**config.mk**
```make
export PLATFORM = sky130hd
export DESIGN_NAME = escaped_length_prefixed_deframer
export DESIGN_NICKNAME = d
export VERILOG_FILES = /design/src/hdl/elpd_pkg.sv /design/src/hdl/escaped_length_prefixed_deframer.sv
export SDC_FILE = /design/constraint.sdc
export NUM_CORES = 1
export LEC_CHECK = 0
export ABC_AREA = 1
export BUFFER_PORTS_ARGS = -buffer_cell sky130_fd_sc_hd__buf_2
export CORE_AREA = 4 4 111 191
export DETAILED_ROUTE_END_ITERATION = 7
export DIE_AREA = 0 0 115 195
export GPL_TIMING_DRIVEN = 0
export PLACE_DENSITY_LB_ADDON = 0.08
export SETUP_SLACK_MARGIN = 0.2
export SLEW_MARGIN = 20
export SYNTH_ARGS = -nofsm -noshare
export SYNTH_HDL_FRONTEND = slang
export SYNTH_SLANG_ARGS = --single-unit
export TNS_END_PERCENT = 5
```
**constraint.sdc**
```tcl
create_clock -name clock -period 4.5 [get_ports clock]
set_input_delay 0.675 -clock clock [delete_from_list [all_inputs] [get_ports clock]]
set_output_delay 0.675 -clock clock [all_outputs]
set_load 0.1 [all_outputs]
```
**src/hdl/elpd_pkg.sv**
```systemverilog
// Shared types and constants for the escaped, length-prefixed deframer.
// No dependencies; imported by escaped_length_prefixed_deframer.
package elpd_pkg;

   localparam logic [7:0]  START_DELIM = 8'h7E;
   localparam logic [7:0]  ESCAPE_BYTE = 8'h7D;
   localparam logic [7:0]  XON_BYTE    = 8'h11;
   localparam logic [7:0]  XOFF_BYTE   = 8'h13;
   localparam logic [7:0]  ESC_XOR     = 8'h20;

   localparam int          COUNT_W     = 17;
   localparam logic [16:0] COUNT_MAX   = 17'h1FFFF;

   // what a result beat carries
   typedef enum logic [1:0] {
      KIND_DATA  = 2'd0,   // frame byte
      KIND_DONE  = 2'd1,   // byte completing the frame
      KIND_CUT   = 2'd2,   // frame cut by a delimiter
      KIND_ABORT = 2'd3    // frame aborted by a bad escape
   } kind_type;

   typedef struct packed {
      logic       last_of_run;
      logic       first_of_frame;
      kind_type   kind;
      logic [7:0] out_byte;
   } rsp_item_type;

endpackage

```
**src/hdl/escaped_length_prefixed_deframer.sv**
```systemverilog
// Receive deframer for byte-stuffed, length-prefixed link frames.
// Depends on elpd_pkg (constants, kind codes, result item struct).

// One raw link byte is taken per req beat. Outside a frame, bytes are dropped
// until 0x7E, which opens a frame and comes out flagged first_of_frame. Inside
// a frame 0x7D escapes the next byte, which must be 0x5E, 0x5D, 0x31 or 0x33
// and comes out XOR 0x20; anything else aborts the frame (kind 3). An
// unescaped 0x7E inside a frame gives two beats: a cut marker (kind 2) and the
// delimiter opening the new frame. Frame bytes 1 and 2 carry a big-endian
// length; the byte bringing the count to length+4 is flagged kind 1 and ends
// the frame. A zero length never completes; the count saturates. The checksum
// is not checked. Rate: one input byte per cycle while req_tready is high. The
// state update is done in the same cycle the byte is taken, and its results
// are registered into a four-entry result queue whose head drives rsp;
// req_tready stays high while the queue has room for two beats. With rsp_tready
// high the block takes a byte every cycle, except that each delimiter inside a
// frame adds a second beat, so a run of them fills the queue and stalls req.
module escaped_length_prefixed_deframer
   import elpd_pkg::*;
(
   input  logic       clock,
   input  logic       reset,

   input  logic       req_tvalid,
   output logic       req_tready,
   input  logic [7:0] req_tdata,    // [7:0] in_byte

   output logic       rsp_tvalid,
   input  logic       rsp_tready,
   output logic [7:0] rsp_tdata,    // [7:0] out_byte
   output logic [2:0] rsp_tuser,    // [1:0] kind, [2] first_of_frame
   output logic       rsp_tlast     // last_of_run
);

   localparam int QDEPTH = 4;
   localparam int PTR_W  = $clog2(QDEPTH);
   localparam int CNT_W  = $clog2(QDEPTH + 1);

   // ---------------- frame state ----------------
   logic               in_frame_ff,     in_frame_in;
   logic               esc_pending_ff,  esc_pending_in;
   logic [COUNT_W-1:0] byte_count_ff,   byte_count_in;
   logic [7:0]         length_high_ff,  length_high_in;
   logic [15:0]        frame_length_ff, frame_length_in;

   // ---------------- result queue ----------------
   rsp_item_type       queue_ff [QDEPTH];
   logic [PTR_W-1:0]   wr_ptr_ff, wr_ptr_in;
   logic [PTR_W-1:0]   rd_ptr_ff, rd_ptr_in;
   logic [CNT_W-1:0]   fill_ff,   fill_in;

   logic               req_beat;
   logic               rsp_beat;
   logic [1:0]         n_push;
   rsp_item_type       res0, res1;

   // room for the worst case of two results per byte
   assign req_tready = (fill_ff <= CNT_W'(QDEPTH - 2));
   assign req_beat   = req_tvalid & req_tready;
   assign rsp_beat   = rsp_tvalid & rsp_tready;

   // decode of one byte against the current frame state
   always_comb begin
      logic [7:0]         b;
      logic [COUNT_W-1:0] cnt;
      logic [15:0]        flen;
      logic [COUNT_W-1:0] size;
      logic               esc_ok;

      b    = req_tdata;
      cnt  = '0;
      flen = '0;
      size = '0;

      in_frame_in     = in_frame_ff;
      esc_pending_in  = esc_pending_ff;
      byte_count_in   = byte_count_ff;
      length_high_in  = length_high_ff;
      frame_length_in = frame_length_ff;

      n_push = 2'd0;
      res0   = '{last_of_run: 1'b1, first_of_frame: 1'b0, kind: KIND_DATA, out_byte: b};
      res1   = '{last_of_run: 1'b1, first_of_frame: 1'b1, kind: KIND_DATA,
                 out_byte: START_DELIM};

      esc_ok = (b == (START_DELIM ^ ESC_XOR)) || (b == (ESCAPE_BYTE ^ ESC_XOR)) ||
               (b == (XON_BYTE ^ ESC_XOR))    || (b == (XOFF_BYTE ^ ESC_XOR));

      if (req_beat) begin
         if (!in_frame_ff) begin
            // hunting: only the delimiter opens a frame
            if (b == START_DELIM) begin
               in_frame_in     = 1'b1;
               esc_pending_in  = 1'b0;
               frame_length_in = '0;
               byte_count_in   = COUNT_W'(1);
               res0.first_of_frame = 1'b1;
               n_push = 2'd1;
            end
         end else if (esc_pending_ff && !esc_ok) begin
            // bad escape drops the frame
            in_frame_in     = 1'b0;
            esc_pending_in  = 1'b0;
            byte_count_in   = '0;
            frame_length_in = '0;
            res0.kind       = KIND_ABORT;
            res0.out_byte   = '0;
            n_push = 2'd1;
         end else if (!esc_pending_ff && b == ESCAPE_BYTE) begin
            esc_pending_in = 1'b1;
         end else if (!esc_pending_ff && b == START_DELIM) begin
            // cut marker, then the delimiter of the next frame
            esc_pending_in  = 1'b0;
            frame_length_in = '0;
            byte_count_in   = COUNT_W'(1);
            res0.kind        = KIND_CUT;
            res0.out_byte    = '0;
            res0.last_of_run = 1'b0;
            n_push = 2'd2;
         end else begin
            // plain or escaped frame byte
            if (esc_pending_ff) begin
               b = b ^ ESC_XOR;
            end
            esc_pending_in = 1'b0;
            cnt = (byte_count_ff == COUNT_MAX) ? byte_count_ff
                                                : byte_count_ff + COUNT_W'(1);
            if (cnt == COUNT_W'(2)) begin
               length_high_in = b;
            end
            flen = frame_length_ff;
            if (frame_length_ff == '0 && cnt == COUNT_W'(3)) begin
               flen = {length_high_ff, b};
            end
            size = {1'b0, flen} + COUNT_W'(4);
            res0.out_byte = b;
            if (flen != '0 && cnt >= size) begin
               res0.kind       = KIND_DONE;
               in_frame_in     = 1'b0;
               byte_count_in   = '0;
               frame_length_in = '0;
            end else begin
               byte_count_in   = cnt;
               frame_length_in = flen;
            end
            n_push = 2'd1;
         end
      end
   end

   // queue pointers and fill level
   always_comb begin
      wr_ptr_in = wr_ptr_ff + PTR_W'(n_push);
      rd_ptr_in = rsp_beat ? rd_ptr_ff + PTR_W'(1) : rd_ptr_ff;
      fill_in   = fill_ff + CNT_W'(n_push) - CNT_W'(rsp_beat);
   end

   always_ff @(posedge clock) begin
      if (reset) begin
         in_frame_ff     <= 1'b0;
         esc_pending_ff  <= 1'b0;
         byte_count_ff   <= '0;
         frame_length_ff <= '0;
         wr_ptr_ff       <= '0;
         rd_ptr_ff       <= '0;
         fill_ff         <= '0;
      end else begin
         in_frame_ff     <= in_frame_in;
         esc_pending_ff  <= esc_pending_in;
         byte_count_ff   <= byte_count_in;
         frame_length_ff <= frame_length_in;
         wr_ptr_ff       <= wr_ptr_in;
         rd_ptr_ff       <= rd_ptr_in;
         fill_ff         <= fill_in;
      end
   end

   // payload storage, no reset needed
   always_ff @(posedge clock) begin
      length_high_ff <= length_high_in;
      for (int i = 0; i < QDEPTH; i++) begin
         if (n_push != 2'd0 && wr_ptr_ff == PTR_W'(i)) begin
            queue_ff[i] <= res0;
         end
         if (n_push == 2'd2 && (wr_ptr_ff + PTR_W'(1)) == PTR_W'(i)) begin
            queue_ff[i] <= res1;
         end
      end
   end

   // head of the queue drives the result beat
   assign rsp_tvalid = (fill_ff != '0);
   assign rsp_tdata  = queue_ff[rd_ptr_ff].out_byte;
   assign rsp_tuser  = {queue_ff[rd_ptr_ff].first_of_frame, queue_ff[rd_ptr_ff].kind};
   assign rsp_tlast  = queue_ff[rd_ptr_ff].last_of_run;

   // ---------------- assertions ----------------
   a_fill_bound : assert property (@(posedge clock) disable iff (reset)
      fill_ff <= CNT_W'(QDEPTH))
      else $error("result queue overfilled");

   a_esc_in_frame : assert property (@(posedge clock) disable iff (reset)
      esc_pending_ff |-> in_frame_ff)
      else $error("escape armed outside a frame");

   a_cut_then_open : assert property (@(posedge clock) disable iff (reset)
      (rsp_tvalid && rsp_tuser[1:0] == KIND_CUT) |-> (!rsp_tlast && fill_ff >= CNT_W'(2)))
      else $error("cut marker without its opening delimiter");

   a_first_is_delim : assert property (@(posedge clock) disable iff (reset)
      (rsp_tvalid && rsp_tuser[2]) |-> (rsp_tdata == START_DELIM && rsp_tlast &&
                                        rsp_tuser[1:0] == KIND_DATA))
      else $error("first_of_frame on a non-delimiter beat");

endmodule
```
==> results of run 1 <==
per-layer routing:
layer	global-route usage (%)	vias to the layer above	wire, um
met1	17.4	2537	6900
met4	10.0	0	1220
met3	2.20	64	441
met2	35.0	106	11300
met5	0	-	0
li1	-	2697	-
cells by family (layout without fill, tap and decap cells):
logic type               Yosys count  after routing  share of synthesized area [%]
AND/OR/NAND/NOR                  362            362                           29.9
buffers and inverters            136            224                           9.53
AO/OA/AOI/OAI                    121            121                           11.7
flip-flops                       100            100                           40.8
adder cells (fa/ha/maj)           25             25                           5.35
XOR/XNOR                          19             19                           2.78
cells in the mapped netlist, types with 4 or more instances:
master	instances
nand3_4	4
o21ai_0	45
o21ai_1	26
nor3_1	12
ha_1	24
nor2_4	8
nor2_2	4
nand2_1	136
inv_1	101
clkinv_1	4
nand3_2	6
nand2_4	5
o22ai_1	12
nor2_1	89
edfxtp_1	44
a21oi_1	18
o211ai_1	7
dfxtp_1	56
nand2_2	14
inv_2	9
nand3_1	56
clkbuf_1	13
buf_6	5
nand4_1	17
xor2_1	16
tightest hold or removal path: stages (launching register included):
cell,delay [ps]
dfxtp_1,300
inv_1,60
a21oi_1,70
metrics by stage:
step                instance area, sq um  power [mW]  utilization [%]  std cells  setup TNS (ps)
detailed placement                  6490        1.70             32.9       1037          -55670
finish                              7540        2.42             38.2       1096               0
global placement                    6420        1.69             32.5       1033          -61040
global route                        7540        2.52             38.2       1096           -5130
floorplan                           5990        1.56                -        763               0
CTS                                 7200        2.47             36.5       1079           -4270
area by class of cell:
cell class | instances | area, sq um | share of cell area, %
Multi-Input combinational cell | 527 | 3350 | 44.4
Sequential cell | 100 | 2470 | 32.8
Timing Repair Buffer | 72 | 519 | 6.88
Inverter | 115 | 433 | 5.74
Tap cell | 245 | 307 | 4.06
Clock buffer | 11 | 243 | 3.22
Buffer | 21 | 179 | 2.37
Clock inverter | 5 | 38.8 | 0.514
power groups by stage:
stage          combinational, mW  sequential [mW]  clock (mW)
3_5_place_dp               0.687             1.01           0
5_1_grt                    0.725            0.987       0.812
6_report                   0.681            0.985       0.757
4_1_cts                    0.691            0.986       0.789
3_3_place_gp               0.682             1.01           0
2_1_floorplan              0.556             1.00           0
cell usage in the layout (no fill, tap or decap), drive strengths merged:
| cell type | n |
|---|---|
| nor4 | 2 |
| o31ai | 1 |
| o22ai | 15 |
| nor4b | 1 |
| nor3 | 14 |
| edfxtp | 44 |
| nand2 | 155 |
| and3 | 1 |
| a21oi | 18 |
| buf | 79 |
| inv | 110 |
| ha | 24 |
| o2111ai | 1 |
| nand3b | 4 |
| nand4 | 17 |
| dfxtp | 56 |
| o21bai | 1 |
| o211ai | 7 |
| nor2 | 102 |
| clkbuf | 25 |
| xor2 | 16 |
| fa | 1 |
| a221oi | 1 |
| a211oi | 2 |
| clkinvlp | 1 |
| o21ai | 75 |
| nand3 | 66 |
| xnor2 | 3 |
| clkinv | 9 |
worst min path at each step:
stage / endpoint / from / cells past startpoint
6_report: rd_ptr_ff[1] / rd_ptr_ff[1] / 2
5_1_grt: rd_ptr_ff[1] / rd_ptr_ff[1] / 2
4_1_cts: queue_ff[2][7] / queue_ff[2][7] / 2
3_5_place_dp: queue_ff[2][1] / queue_ff[2][1] / 2
3_3_place_gp: rd_ptr_ff[1] / rd_ptr_ff[1] / 2
2_1_floorplan: register / rd_ptr_ff[1] / 2
sequential cells by signal (all words and copies together) (netlist names), named ones only:
| signal | flops |
|---|---|
| length_high_ff | 8 |
| in_frame_ff | 1 |
| fill_ff | 3 |
| byte_count_ff | 17 |
| rd_ptr_ff | 2 |
| esc_pending_ff | 1 |
| wr_ptr_ff | 2 |
| frame_length_ff | 16 |
| queue_ff | 48 |
what timing repair did:
| action | 4_1_cts | 5_1_grt |
|---|---|---|
| setup endpoints to repair | 38 | 38 |
| gates resized for setup | 69 | 51 |
| cloned | 0 | 1 |
| buffers inserted | 26 | 16 |
| pin swaps | 36 | 30 |
| endpoints found under the hold margin | 0 | 0 |
==> metrics.md, run 1 <==
| Metric | Value |
|---|---|
| RSZ-0062 raised after global routing | `yes` |
| Final hold viol count | `0` |
| CP Class | `reg2reg` |
| H-tree depth | `3` |
| Root Driver | `clkbuf_16` |
| Mapped Cells | `about 760` |
| 1st-iter DRT viols | `328` |
| Mean Syn Cell Area | `7.85 sq um` |
| Sequential share of power | `40.6%` |
| Max Transition Viols Final | `0` |
| CTS tree | `yes` |
| Antenna violations before repair | `0` |
| Overflow after GRT | `0` |
| Gr usage total | `17.9%` |
| Synth Net Count | `800` |
| Clk pwr share | `31.2%` |
| Die height | `a little under 200 um` |
| Crit path to | `queue_ff[1][8]` |
| DRC viols | `0` |
| 1st-pass router iterations | `5` |
| Combinational power share | `28.1%` |
| Slew @ Worst Pin | `879 ps` |
| Yosys top cell area share | `around 22%` |
| Core Box Area | `0.0197 sq mm` |
| Worst setup startpoint | `byte_count_ff[0]` |
| Total Routed Length | `19900 um` |
| Ant. Diodes | `0` |
| Routed vias | `5404` |
| Crit path DAT | `4610 ps` |
| Top cells by area, synth | `edfxtp_1 (22%), dfxtp_1 (19%), nand2_1 (8.5%)` |
| FP Rows | `68` |
| Worst path buffer plus inverter count | `5` |
| CP max FO | `8` |
| Worst R2R Path Depth | `31` |
| Hold_buf cts | `0` |
| CTS sink cnt | `100` |
| Setup ws final | `2.50 ps` |
| PD cells | `321 mW/mm^2` |
| Crit path max-delay cell type | `dfxtp_4` |
| Avg Vias per Cell | `4.93` |
| Fillers | `approximately 2100` |
| Initial Utilization | `30.3%` |
| Cell family with most CP delay | `simple AND/OR/NAND/NOR gates` |
| Mapped Area | `0.00599 sq mm` |
| Nets | `883` |
| VDD IR max | `328 uV` |
| Post-synthesis sequential area ratio | `between 40% and 50%` |
| Netlist cell types | `47` |
| Switch share | `39.1%` |
| Die W | `115 um` |
| Max-slew headroom | `41.2%` |
| Run status | `finished clean` |
| Clk buf depth | `2` |
| Synthesis-to-finish area growth | `26.0%` |
| Critical path required time | `4620 ps` |
| Die area | `0.0224 sq mm` |
| Number of synthesized flops with an enable pin | `44` |
| Vias in the first global route | `approximately 5500` |
| Hold slack | `468 ps` |
| Tcrit/Tclk final | `99.9%` |
| Setup slack after placement | `-1550 ps` |
| Critical Path Max Stage Delay | `approximately 370 ps` |
| Reg2reg start | `byte_count_ff[0]` |
| P_sw | `0.948 mW` |
| Async SR Flop Fraction | `0%` |
| Skew-Pair Late Insertion Delay | `360 ps` |
| Antenna Nets Post-Route | `0` |
| Skew final | `8.68 ps` |
| Worst-path clk slew | `70 ps` |
| Largest net degree at the start of global routing | `18` |
| WP depth | `31` |
| FF-to-FF setup slack | `~2.5 ps` |
| IO buf count | `25` |
| MaxCap Viol Count | `0` |
| RD Place Congestion | `0.820` |
| Routed length per placed instance | `about 18 um` |
| Crit Reg-Reg Endpoint | `queue_ff[1][8]` |
| Tmin final | `4500 ps` |
| Critical path launch point type | `register` |
| IO Pins | `26` |
| Global-route wire length before repair | `30400 um` |
| Layout cells sized above 1 | `28.0%` |
| Num CTS Buffers | `9` |
| Hold WC Path Type | `reg2reg` |
| Main flop type after synthesis | `dfxtp_1` |
| YS warnings | `0` |
| Internal power component | `1.47 mW` |
| Peak Freq | `222 MHz` |
| Critical Path Most Common Cell | `nand2_4` |
| Synth Register Bits | `100` |
| Final setup violation count | `0` |
| Placed wire-length estimate | `between 15000 and 20000 um` |
| Crit end category | `register` |
| P_leak | `3.30 nW` |
| Largest area contributor in the netlist | `edfxtp_1` |
Note: power is estimated with default switching activity, not from simulation.
==> inputs of run 2 (changes only) <==
- ABC_AREA: 1 -> not set
- BUFFER_PORTS_ARGS: -buffer_cell sky130_fd_sc_hd__buf_2 -> not set
- CAP_MARGIN: not set -> 5
- CORE_AREA: 4 4 111 191 -> 4 4 108 187
- DIE_AREA: 0 0 115 195 -> 0 0 112 191
- DONT_BUFFER_PORTS: not set -> 1
==> run 2 against run 1 <==
The flow now finishes with violations (setup timing); die area shrank 4.6%; fmax shrank 12%; highest routed layer unchanged; power shrank 6.0%; sequential power grew 0.8%; count of clock-buffer cells in the layout shrank 2.
==> metrics.md, run 2 <==
| Metric | Value |
|---|---|
| Run status | `finished, violations left` |
| Failing checks | `setup timing` |
| Commonest non-fill, non-tap cells in the layout | `nand2_1 (68), dfxtp_1 (47), edfxtp_1 (44), nor2_1 (37)` |
| H-tree depth | `3 (unchanged)` |
| Crit path max-delay cell type | `or4_4` |
| Sequential share of power | `43.6% (+3.0 points)` |
| Yosys top cell area share | `23.2% (+1.2 points)` |
| Avg Vias per Cell | `5.30 (+7.4%)` |
| Vias in the first global route | `4668 (-16%)` |
| Mapped Area | `0.00569 sq mm (-5.0%)` |
| Layout cells sized above 1 | `26.1% (-1.9 points)` |
| Commonest non-fill, non-tap cell in the layout | `nand2_1` |
| Mean Syn Cell Area | `9.70 sq um (+24%)` |
| CP Class | `reg2reg` |
| 1st-pass router iterations | `4 (-1)` |
| Total Routed Length | `17600 um (-12%)` |
| Largest net degree at the start of global routing | `19 (+1)` |
| IO Pins | `26 (unchanged)` |
| Clk buf depth | `2 (unchanged)` |
| P_leak | `2.75 nW (-17%)` |
| CP max FO | `7 (-1)` |
| Tcrit/Tclk final | `114% (+14 points)` |
| Top cells by area, synth | `edfxtp_1 (23%), dfxtp_1 (20%), ha_1 (5.3%)` |
| Skew final | `8.90 ps (+0.217 ps)` |
| Die area | `0.0214 sq mm (-4.6%)` |
| Setup ws final | `-634 ps (-636 ps)` |
| Placed wire-length estimate | `13300 um (-13%)` |
| Crit-path cells | `buf_4, and4_2, nand4_4, and4_4, nor3_2, and4bb_2, nor3b_4, buf_6, a32oi_2, or4_4, or4_4, ha_1, nand4_1, a21oi_1, o21ai_4, a21oi_2, and3b_1, clkbuf_8, clkbuf_16, a22o_1` |
| Worst R2R Path Depth | `20 (-35%)` |
| FP Rows | `66 (-2.9%)` |
| Slew @ Worst Pin | `931 ps (+51.7 ps)` |
| Mapped Cells | `586 (-23%)` |
| CTS sink cnt | `100 (unchanged)` |
| 1st-iter DRT viols | `297 (-9.5%)` |
| Max reg flops | `48 (unchanged)` |
| Setup slack after placement | `-1430 ps (+118 ps)` |
| Crit path to | `frame_length_ff[9]` |
| Tmin final | `5130 ps (+636 ps)` |
| VDD IR max | `224 uV (-32%)` |
| Hold WC Path Type | `in2reg` |
| Max Transition Viols Final | `0 (unchanged)` |
| Synthesis-to-finish area growth | `24.0%` |
| Switch share | `35.4% (-3.8 points)` |
| Largest area contributor in the netlist | `edfxtp_1` |
| Async SR Flop Fraction | `0% (unchanged)` |
| Setup TNS | `-21100 ps (-21100 ps)` |
| Critical Path Most Common Cell | `or4_4` |
| Antenna Nets Post-Route | `0 (unchanged)` |
| Crit path DAT | `5390 ps (+780 ps)` |
| Worst path buffer plus inverter count | `4 (-1)` |
| RSZ-0062 raised after global routing | `yes` |
| Cell family with most CP delay | `simple AND/OR/NAND/NOR gates` |
| Critical path required time | `4750 ps (+130 ps)` |
| Root Driver | `clkbuf_16` |
| Die height | `191 um (-2.1%)` |
| Crit Reg-Reg Endpoint | `frame_length_ff[9]` |
| Netlist cell types | `64 (+36%)` |
| DRC viols | `0 (unchanged)` |
| Skew-Pair Late Insertion Delay | `360 ps (about the same)` |
| Core Box Area | `0.0186 sq mm (-5.9%)` |
| Die W | `112 um (-2.6%)` |
| Combinational power share | `22.7% (-5.4 points)` |
| Post-synthesis sequential area ratio | `42.9% (+2.2 points)` |
| Synth cell count leaders | `nand2_1 (72), dfxtp_1 (56), edfxtp_1 (44), a21oi_1 (41), nor2_1 (39)` |
| PD cells | `323 mW/mm^2 (+0.59%)` |
| RD Place Congestion | `0.828 (+0.96%)` |
| Gr usage total | `16.7% (-1.2 points)` |
| Routed vias | `4629 (-14%)` |
| Critical path launch point type | `register` |
| Nets | `668 (-24%)` |
| Synth Register Bits | `100 (unchanged)` |
| Most common cell in the netlist | `nand2_1` |
| MaxCap Viol Count | `0 (unchanged)` |
| Max-slew headroom | `38.0% (-3.2 points)` |
| Initial Utilization | `30.6% (+0.27 points)` |
| Num CTS Buffers | `9 (unchanged)` |
| P_sw | `0.806 mW (-15%)` |
| Routed length per placed instance | `20.1 um (+11%)` |
| Reg2reg start | `byte_count_ff[14]` |
| Clk pwr share | `33.7% (+2.5 points)` |
| Worst-path clk slew | `80 ps (about the same)` |
| Main flop type after synthesis | `dfxtp_1` |
| Hold_buf cts | `0 (unchanged)` |
| Synth Net Count | `623 (-22%)` |
| Final hold viol count | `0 (unchanged)` |
| Peak Freq | `195 MHz (-12%)` |
| IO buf count | `0 (-100%)` |
| Internal power component | `1.47 mW (-0.16%)` |
| FF-to-FF setup slack | `-630 ps (-640 ps)` |
| Worst setup startpoint | `byte_count_ff[14]` |
| Overflow after GRT | `0 (unchanged)` |
| Global-route wire length before repair | `27200 um (-11%)` |
| Final setup violation count | `38 (+38)` |
| Top Registers | `queue_ff (48), byte_count_ff (17), frame_length_ff (16)` |
| Hold slack | `403 ps (-64.8 ps)` |
| Critical Path Max Stage Delay | `560 ps (+190 ps)` |
| WP depth | `20 (-35%)` |
| Ant. Diodes | `0 (unchanged)` |
| Crit end category | `register` |
| Antenna violations before repair | `0 (unchanged)` |
| CTS tree | `yes` |
| Reg with most FFs | `queue_ff` |
| Number of synthesized flops with an enable pin | `44 (unchanged)` |
| YS warnings | `0 (unchanged)` |
run 2: changes by cell type in the layout (fill, tap and decap cells not counted), sizes merged, moves of 9 or more:
cell,change
mux4,+12
nand2,-81
nand3,-45
buf,-31
o21ai,-57
a22o,+18
xnor2,+17
a21oi,+23
o22ai,-14
inv,-88
nor4,+9
nor2,-61
run 2: layout make-up:
cell class                      count  area (sq um)
Sequential cell                   100          2460
Tap cell                          238           298
Inverter                           20          75.1
Buffer                             34           246
Clock buffer                        9           225
Fill cell                        1884         11500
Clock inverter                      7          57.6
Timing Repair Buffer               34           272
Multi-Input combinational cell    432          3420
run 2: how the worst min path moves through the flow:
stage	depth (start not counted)	end	slack [ps]	startpoint
2_1_floorplan	2	queue_ff[2][8]	440	queue_ff[2][8]
3_3_place_gp	2	queue_ff[2][1]	460	queue_ff[2][1]
3_5_place_dp	2	queue_ff[2][8]	460	queue_ff[2][8]
4_1_cts	0	length_high_ff[2]	390	req_tdata[2]
5_1_grt	0	length_high_ff[2]	380	req_tdata[2]
6_report	0	length_high_ff[2]	400	req_tdata[2]
run 2: through the flow:
stage | utilization [%] | std cells | instance area, sq um | power, mW
final | 38.0 | 874 | 7050 | 2.28
after CTS | 37.0 | 868 | 6870 | 2.31
after detailed placement | 33.3 | 826 | 6180 | 1.54
after global placement | 33.0 | 824 | 6140 | 1.52
after global routing | 38.0 | 874 | 7050 | 2.38
after floorplan | - | 586 | 5840 | 1.47
run 2: power groups by stage:
stage,Combinational (mW),Clock (mW),Sequential [mW]
after floorplan,0.468,0,1.00
after global placement,0.514,0,1.01
after detailed placement,0.524,0,1.02
after CTS,0.527,0.786,0.994
after global routing,0.549,0.836,0.996
final,0.518,0.768,0.993
run 2: what timing repair did:
| item | CTS | global route |
|---|---|---|
| setup buffers | 24 | 6 |
| resized for setup | 47 | 30 |
| endpoints found under the setup margin | 38 | 38 |
| gates cloned | 2 | 0 |
| pin swaps | 24 | 36 |
run 2: worst register-to-register path: stages (launching register included):
cell,delay [ps]
dfxtp_1,310
buf_4,150
and4_2,300
nand4_4,170
and4_4,220
nor3_2,150
and4bb_2,280
nor3b_4,330
buf_6,180
a32oi_2,150
or4_4,560
or4_4,550
ha_1,360
nand4_1,100
a21oi_1,280
o21ai_4,130
a21oi_2,140
and3b_1,180
clkbuf_8,150
clkbuf_16,160
a22o_1,170
run 2: metal layers:
metal	track usage, %	vias to the layer above	wire length [um]
li1	-	2261	-
met1	16.4	2288	6330
met2	34.4	60	10500
met3	2.95	20	388
met4	5.23	0	358
met5	0	-	0
run 2: logic make-up after synthesis:
kind of cell / count (synthesis) / share of synthesized area, %
AO/OA/AOI/OAI: 118 / 13.6
XOR/XNOR: 32 / 4.93
adder cells (fa/ha/maj): 25 / 5.63
buffers and inverters: 54 / 4.07
flip-flops: 100 / 42.9
multiplexers: 19 / 6.05
AND/OR/NAND/NOR: 238 / 22.7
==> inputs of run 3 (changes only) <==
- clock period: 4.5 -> 4.2 ns (I/O delays scaled with it)
==> run 3 against run 2 <==
The run still ends with setup timing left; clock skew rose by 1.5 ps; cell count rose by 1.4%; first-iteration DRC count fell by 34%; register-to-register slack got worse by 250 ps; hold slack got worse by 33 ps; power rose by 5.3%; die area did not move; non-clock buffer count rose by 12.
==> metrics.md, run 3 (synthesis gave the netlist of run 2 again) <==
| Metric | Value |
|---|---|
| Run status | `finished, violations left` |
| Failing checks | `setup timing` |
| CTS sink cnt | `100 (unchanged)` |
| PD cells | `334 mW/mm^2 (+3.4%)` |
| Ant. Diodes | `0 (unchanged)` |
| Final hold viol count | `0 (unchanged)` |
| Max Transition Viols Final | `0 (unchanged)` |
| Synthesis-to-finish area growth | `26.4%` |
| DRC viols | `0 (unchanged)` |
| Critical Path Most Common Cell | `buf_6` |
| MaxCap Viol Count | `0 (unchanged)` |
| Antenna Nets Post-Route | `0 (unchanged)` |
| Peak Freq | `197 MHz (+1.0%)` |
| Post-route design area | `0.00719 sq mm (+1.9%)` |
| Dpl cell area | `0.00618 sq mm (-0.10%)` |
| RD Place Congestion | `0.841 (+1.6%)` |
| Skew-Pair Late Insertion Delay | `350 ps (about the same)` |
| Routed vias | `4720 (+2.0%)` |
| P_sw | `0.828 mW (+2.7%)` |
| Clk buf depth | `2 (unchanged)` |
| Root Driver | `clkbuf_16` |
| Setup TNS | `-30630 ps (-9530 ps)` |
| Gr usage total | `17.2% (+0.53 points)` |
| 1st-iter DRT viols | `195 (-34%)` |
| CP max FO | `7 (unchanged)` |
| P_leak | `2.82 nW (+2.5%)` |
| Crit path DAT | `5360 ps (-30 ps)` |
| IO buf count | `0 (unchanged)` |
| FP Rows | `66 (unchanged)` |
| Routed length per placed instance | `20.1 um (about the same)` |
| Crit end category | `register` |
| Largest net degree at the start of global routing | `17 (-2)` |
| H-tree depth | `3 (unchanged)` |
| Core Box Area | `0.0186 sq mm (unchanged)` |
| Initial Utilization | `30.6% (unchanged)` |
| Cell family with most CP delay | `simple AND/OR/NAND/NOR gates` |
| Tcrit/Tclk final | `121% (+6.9 points)` |
| Critical path required time | `4470 ps (-280 ps)` |
| Die area | `0.0214 sq mm (unchanged)` |
| Worst-path clk slew | `70 ps (about the same)` |
| Die W | `112 um (unchanged)` |
| RSZ-0062 raised after global routing | `yes` |
| Crit-path cells | `buf_6, nand4_1, buf_4, nor4_4, mux2i_1, and4bb_1, nor3b_4, buf_6, a32oi_2, or4_4, nor2_2, xor2_1, ha_1, nand4_1, nor4_2, a211o_1, a21o_1, a21oi_4, a2bb2oi_4, nor2b_2, buf_6, buf_6, a21oi_2, a31oi_1` |
| Hold_buf cts | `0 (unchanged)` |
| Avg Vias per Cell | `5.33 (+0.58%)` |
| Placed wire-length estimate | `13200 um (-0.98%)` |
| Switch share | `34.5% (-0.88 points)` |
| Layout cells sized above 1 | `27.5% (+1.4 points)` |
| Final setup violation count | `38 (unchanged)` |
| Fillers | `1855 (-1.5%)` |
| Skew final | `10.4 ps (+1.55 ps)` |
| Sequential share of power | `44.3% (+0.7 points)` |
| Global-route wire length before repair | `28300 um (+4.2%)` |
| Internal power component | `1.57 mW (+6.8%)` |
| Num CTS Buffers | `9 (unchanged)` |
| Setup ws final | `-883 ps (-249 ps)` |
| Nets | `680 (+1.8%)` |
| Total Routed Length | `17800 um (+1.4%)` |
| Hold WC Path Type | `in2reg` |
| Die height | `191 um (unchanged)` |
| Commonest non-fill, non-tap cells in the layout | `nand2_1 (66), dfxtp_1 (47), edfxtp_1 (44), buf_4 (41), nor2_1 (37)` |
| Max-slew headroom | `37.9% (-0.074 points)` |
| Slew @ Worst Pin | `932 ps (+1.10 ps)` |
| Critical Path Max Stage Delay | `580 ps (+20 ps)` |
| Reg with most FFs | `queue_ff` |
| Critical path launch point type | `register` |
| Top Registers | `queue_ff (48), byte_count_ff (17), frame_length_ff (16)` |
| 1st-pass router iterations | `4 (unchanged)` |
| VDD IR max | `199 uV (-11%)` |
| Commonest non-fill, non-tap cell in the layout | `nand2_1` |
| CTS tree | `yes` |
| FF-to-FF setup slack | `-880 ps (-250 ps)` |
| CP Class | `reg2reg` |
| Antenna violations before repair | `0 (unchanged)` |
| Overflow after GRT | `0 (unchanged)` |
| Combinational power share | `22.8% (about the same)` |
| Clk pwr share | `32.8% (-0.9 points)` |
| Tmin final | `5080 ps (-50.9 ps)` |
| Worst path buffer plus inverter count | `5 (+1)` |
| Vias in the first global route | `5073 (+8.7%)` |
| Crit path max-delay cell type | `or4_4` |
| IO Pins | `26 (unchanged)` |
| Max reg flops | `48 (unchanged)` |
[run 3: cell count changes in the layout (fill, tap and decap cells not counted), sizes merged]
cell	change
clkbuf	+3
clkinv	-1
buf	+12
inv	-2
[run 3: what timing repair did]
action,CTS,global route
cloned,2,0
setup endpoints to repair,52,59
resized for setup,68,18
pin swaps,40,20
setup buffers,29,13
[run 3: metal layers]
metal / share of wire [%] / vias up / track usage [%]
met5: 0 / - / 0
met4: 3.6 / 0 / 9.30
met3: 2.1 / 36 / 2.06
met2: 59 / 75 / 34.6
met1: 36 / 2333 / 16.6
li1: - / 2276 / -
[run 3: area by class of cell]
type                       count  area [sq um]  area share, %
clock buffer                  12           236           3.29
multi-input combinational    432          3440           47.8
sequential                   100          2460           34.2
buffer                        34           253           3.52
timing repair buffer          46           398           5.54
clock inverter                 4          33.8          0.470
inverter                      20          75.1           1.04
tap                          238           298           4.14
[run 3: final timing paths]
kind	startpoint	to	cells after the start
max	byte_count_ff[8]	byte_count_ff[5]	24
min	req_tdata[1]	length_high_ff[1]	0
max reg2reg	byte_count_ff[8]	byte_count_ff[5]	24
min reg2reg	queue_ff[2][8]	queue_ff[2][8]	2
[run 3: power groups by stage]
stage	Combinational [mW]	Clock, mW	Sequential (mW)
global route	0.581	0.851	1.07
finish	0.548	0.788	1.06
detailed placement	0.556	0	1.09
global placement	0.550	0	1.08
CTS	0.559	0.814	1.07
floorplan	0.502	0	1.08
[run 3: per-stage QoR]
stage | setup WS (ps) | util, % | hold slack [ps] | power [mW] | instances
floorplan | -383 | - | 438 | 1.58 | 586
global placement | -1730 | 33.0 | 460 | 1.63 | 824
detailed placement | -1730 | 33.2 | 462 | 1.64 | 826
CTS | -891 | 37.8 | 354 | 2.44 | 873
global route | -1120 | 38.7 | 354 | 2.50 | 886
finish | -883 | 38.7 | 370 | 2.40 | 886
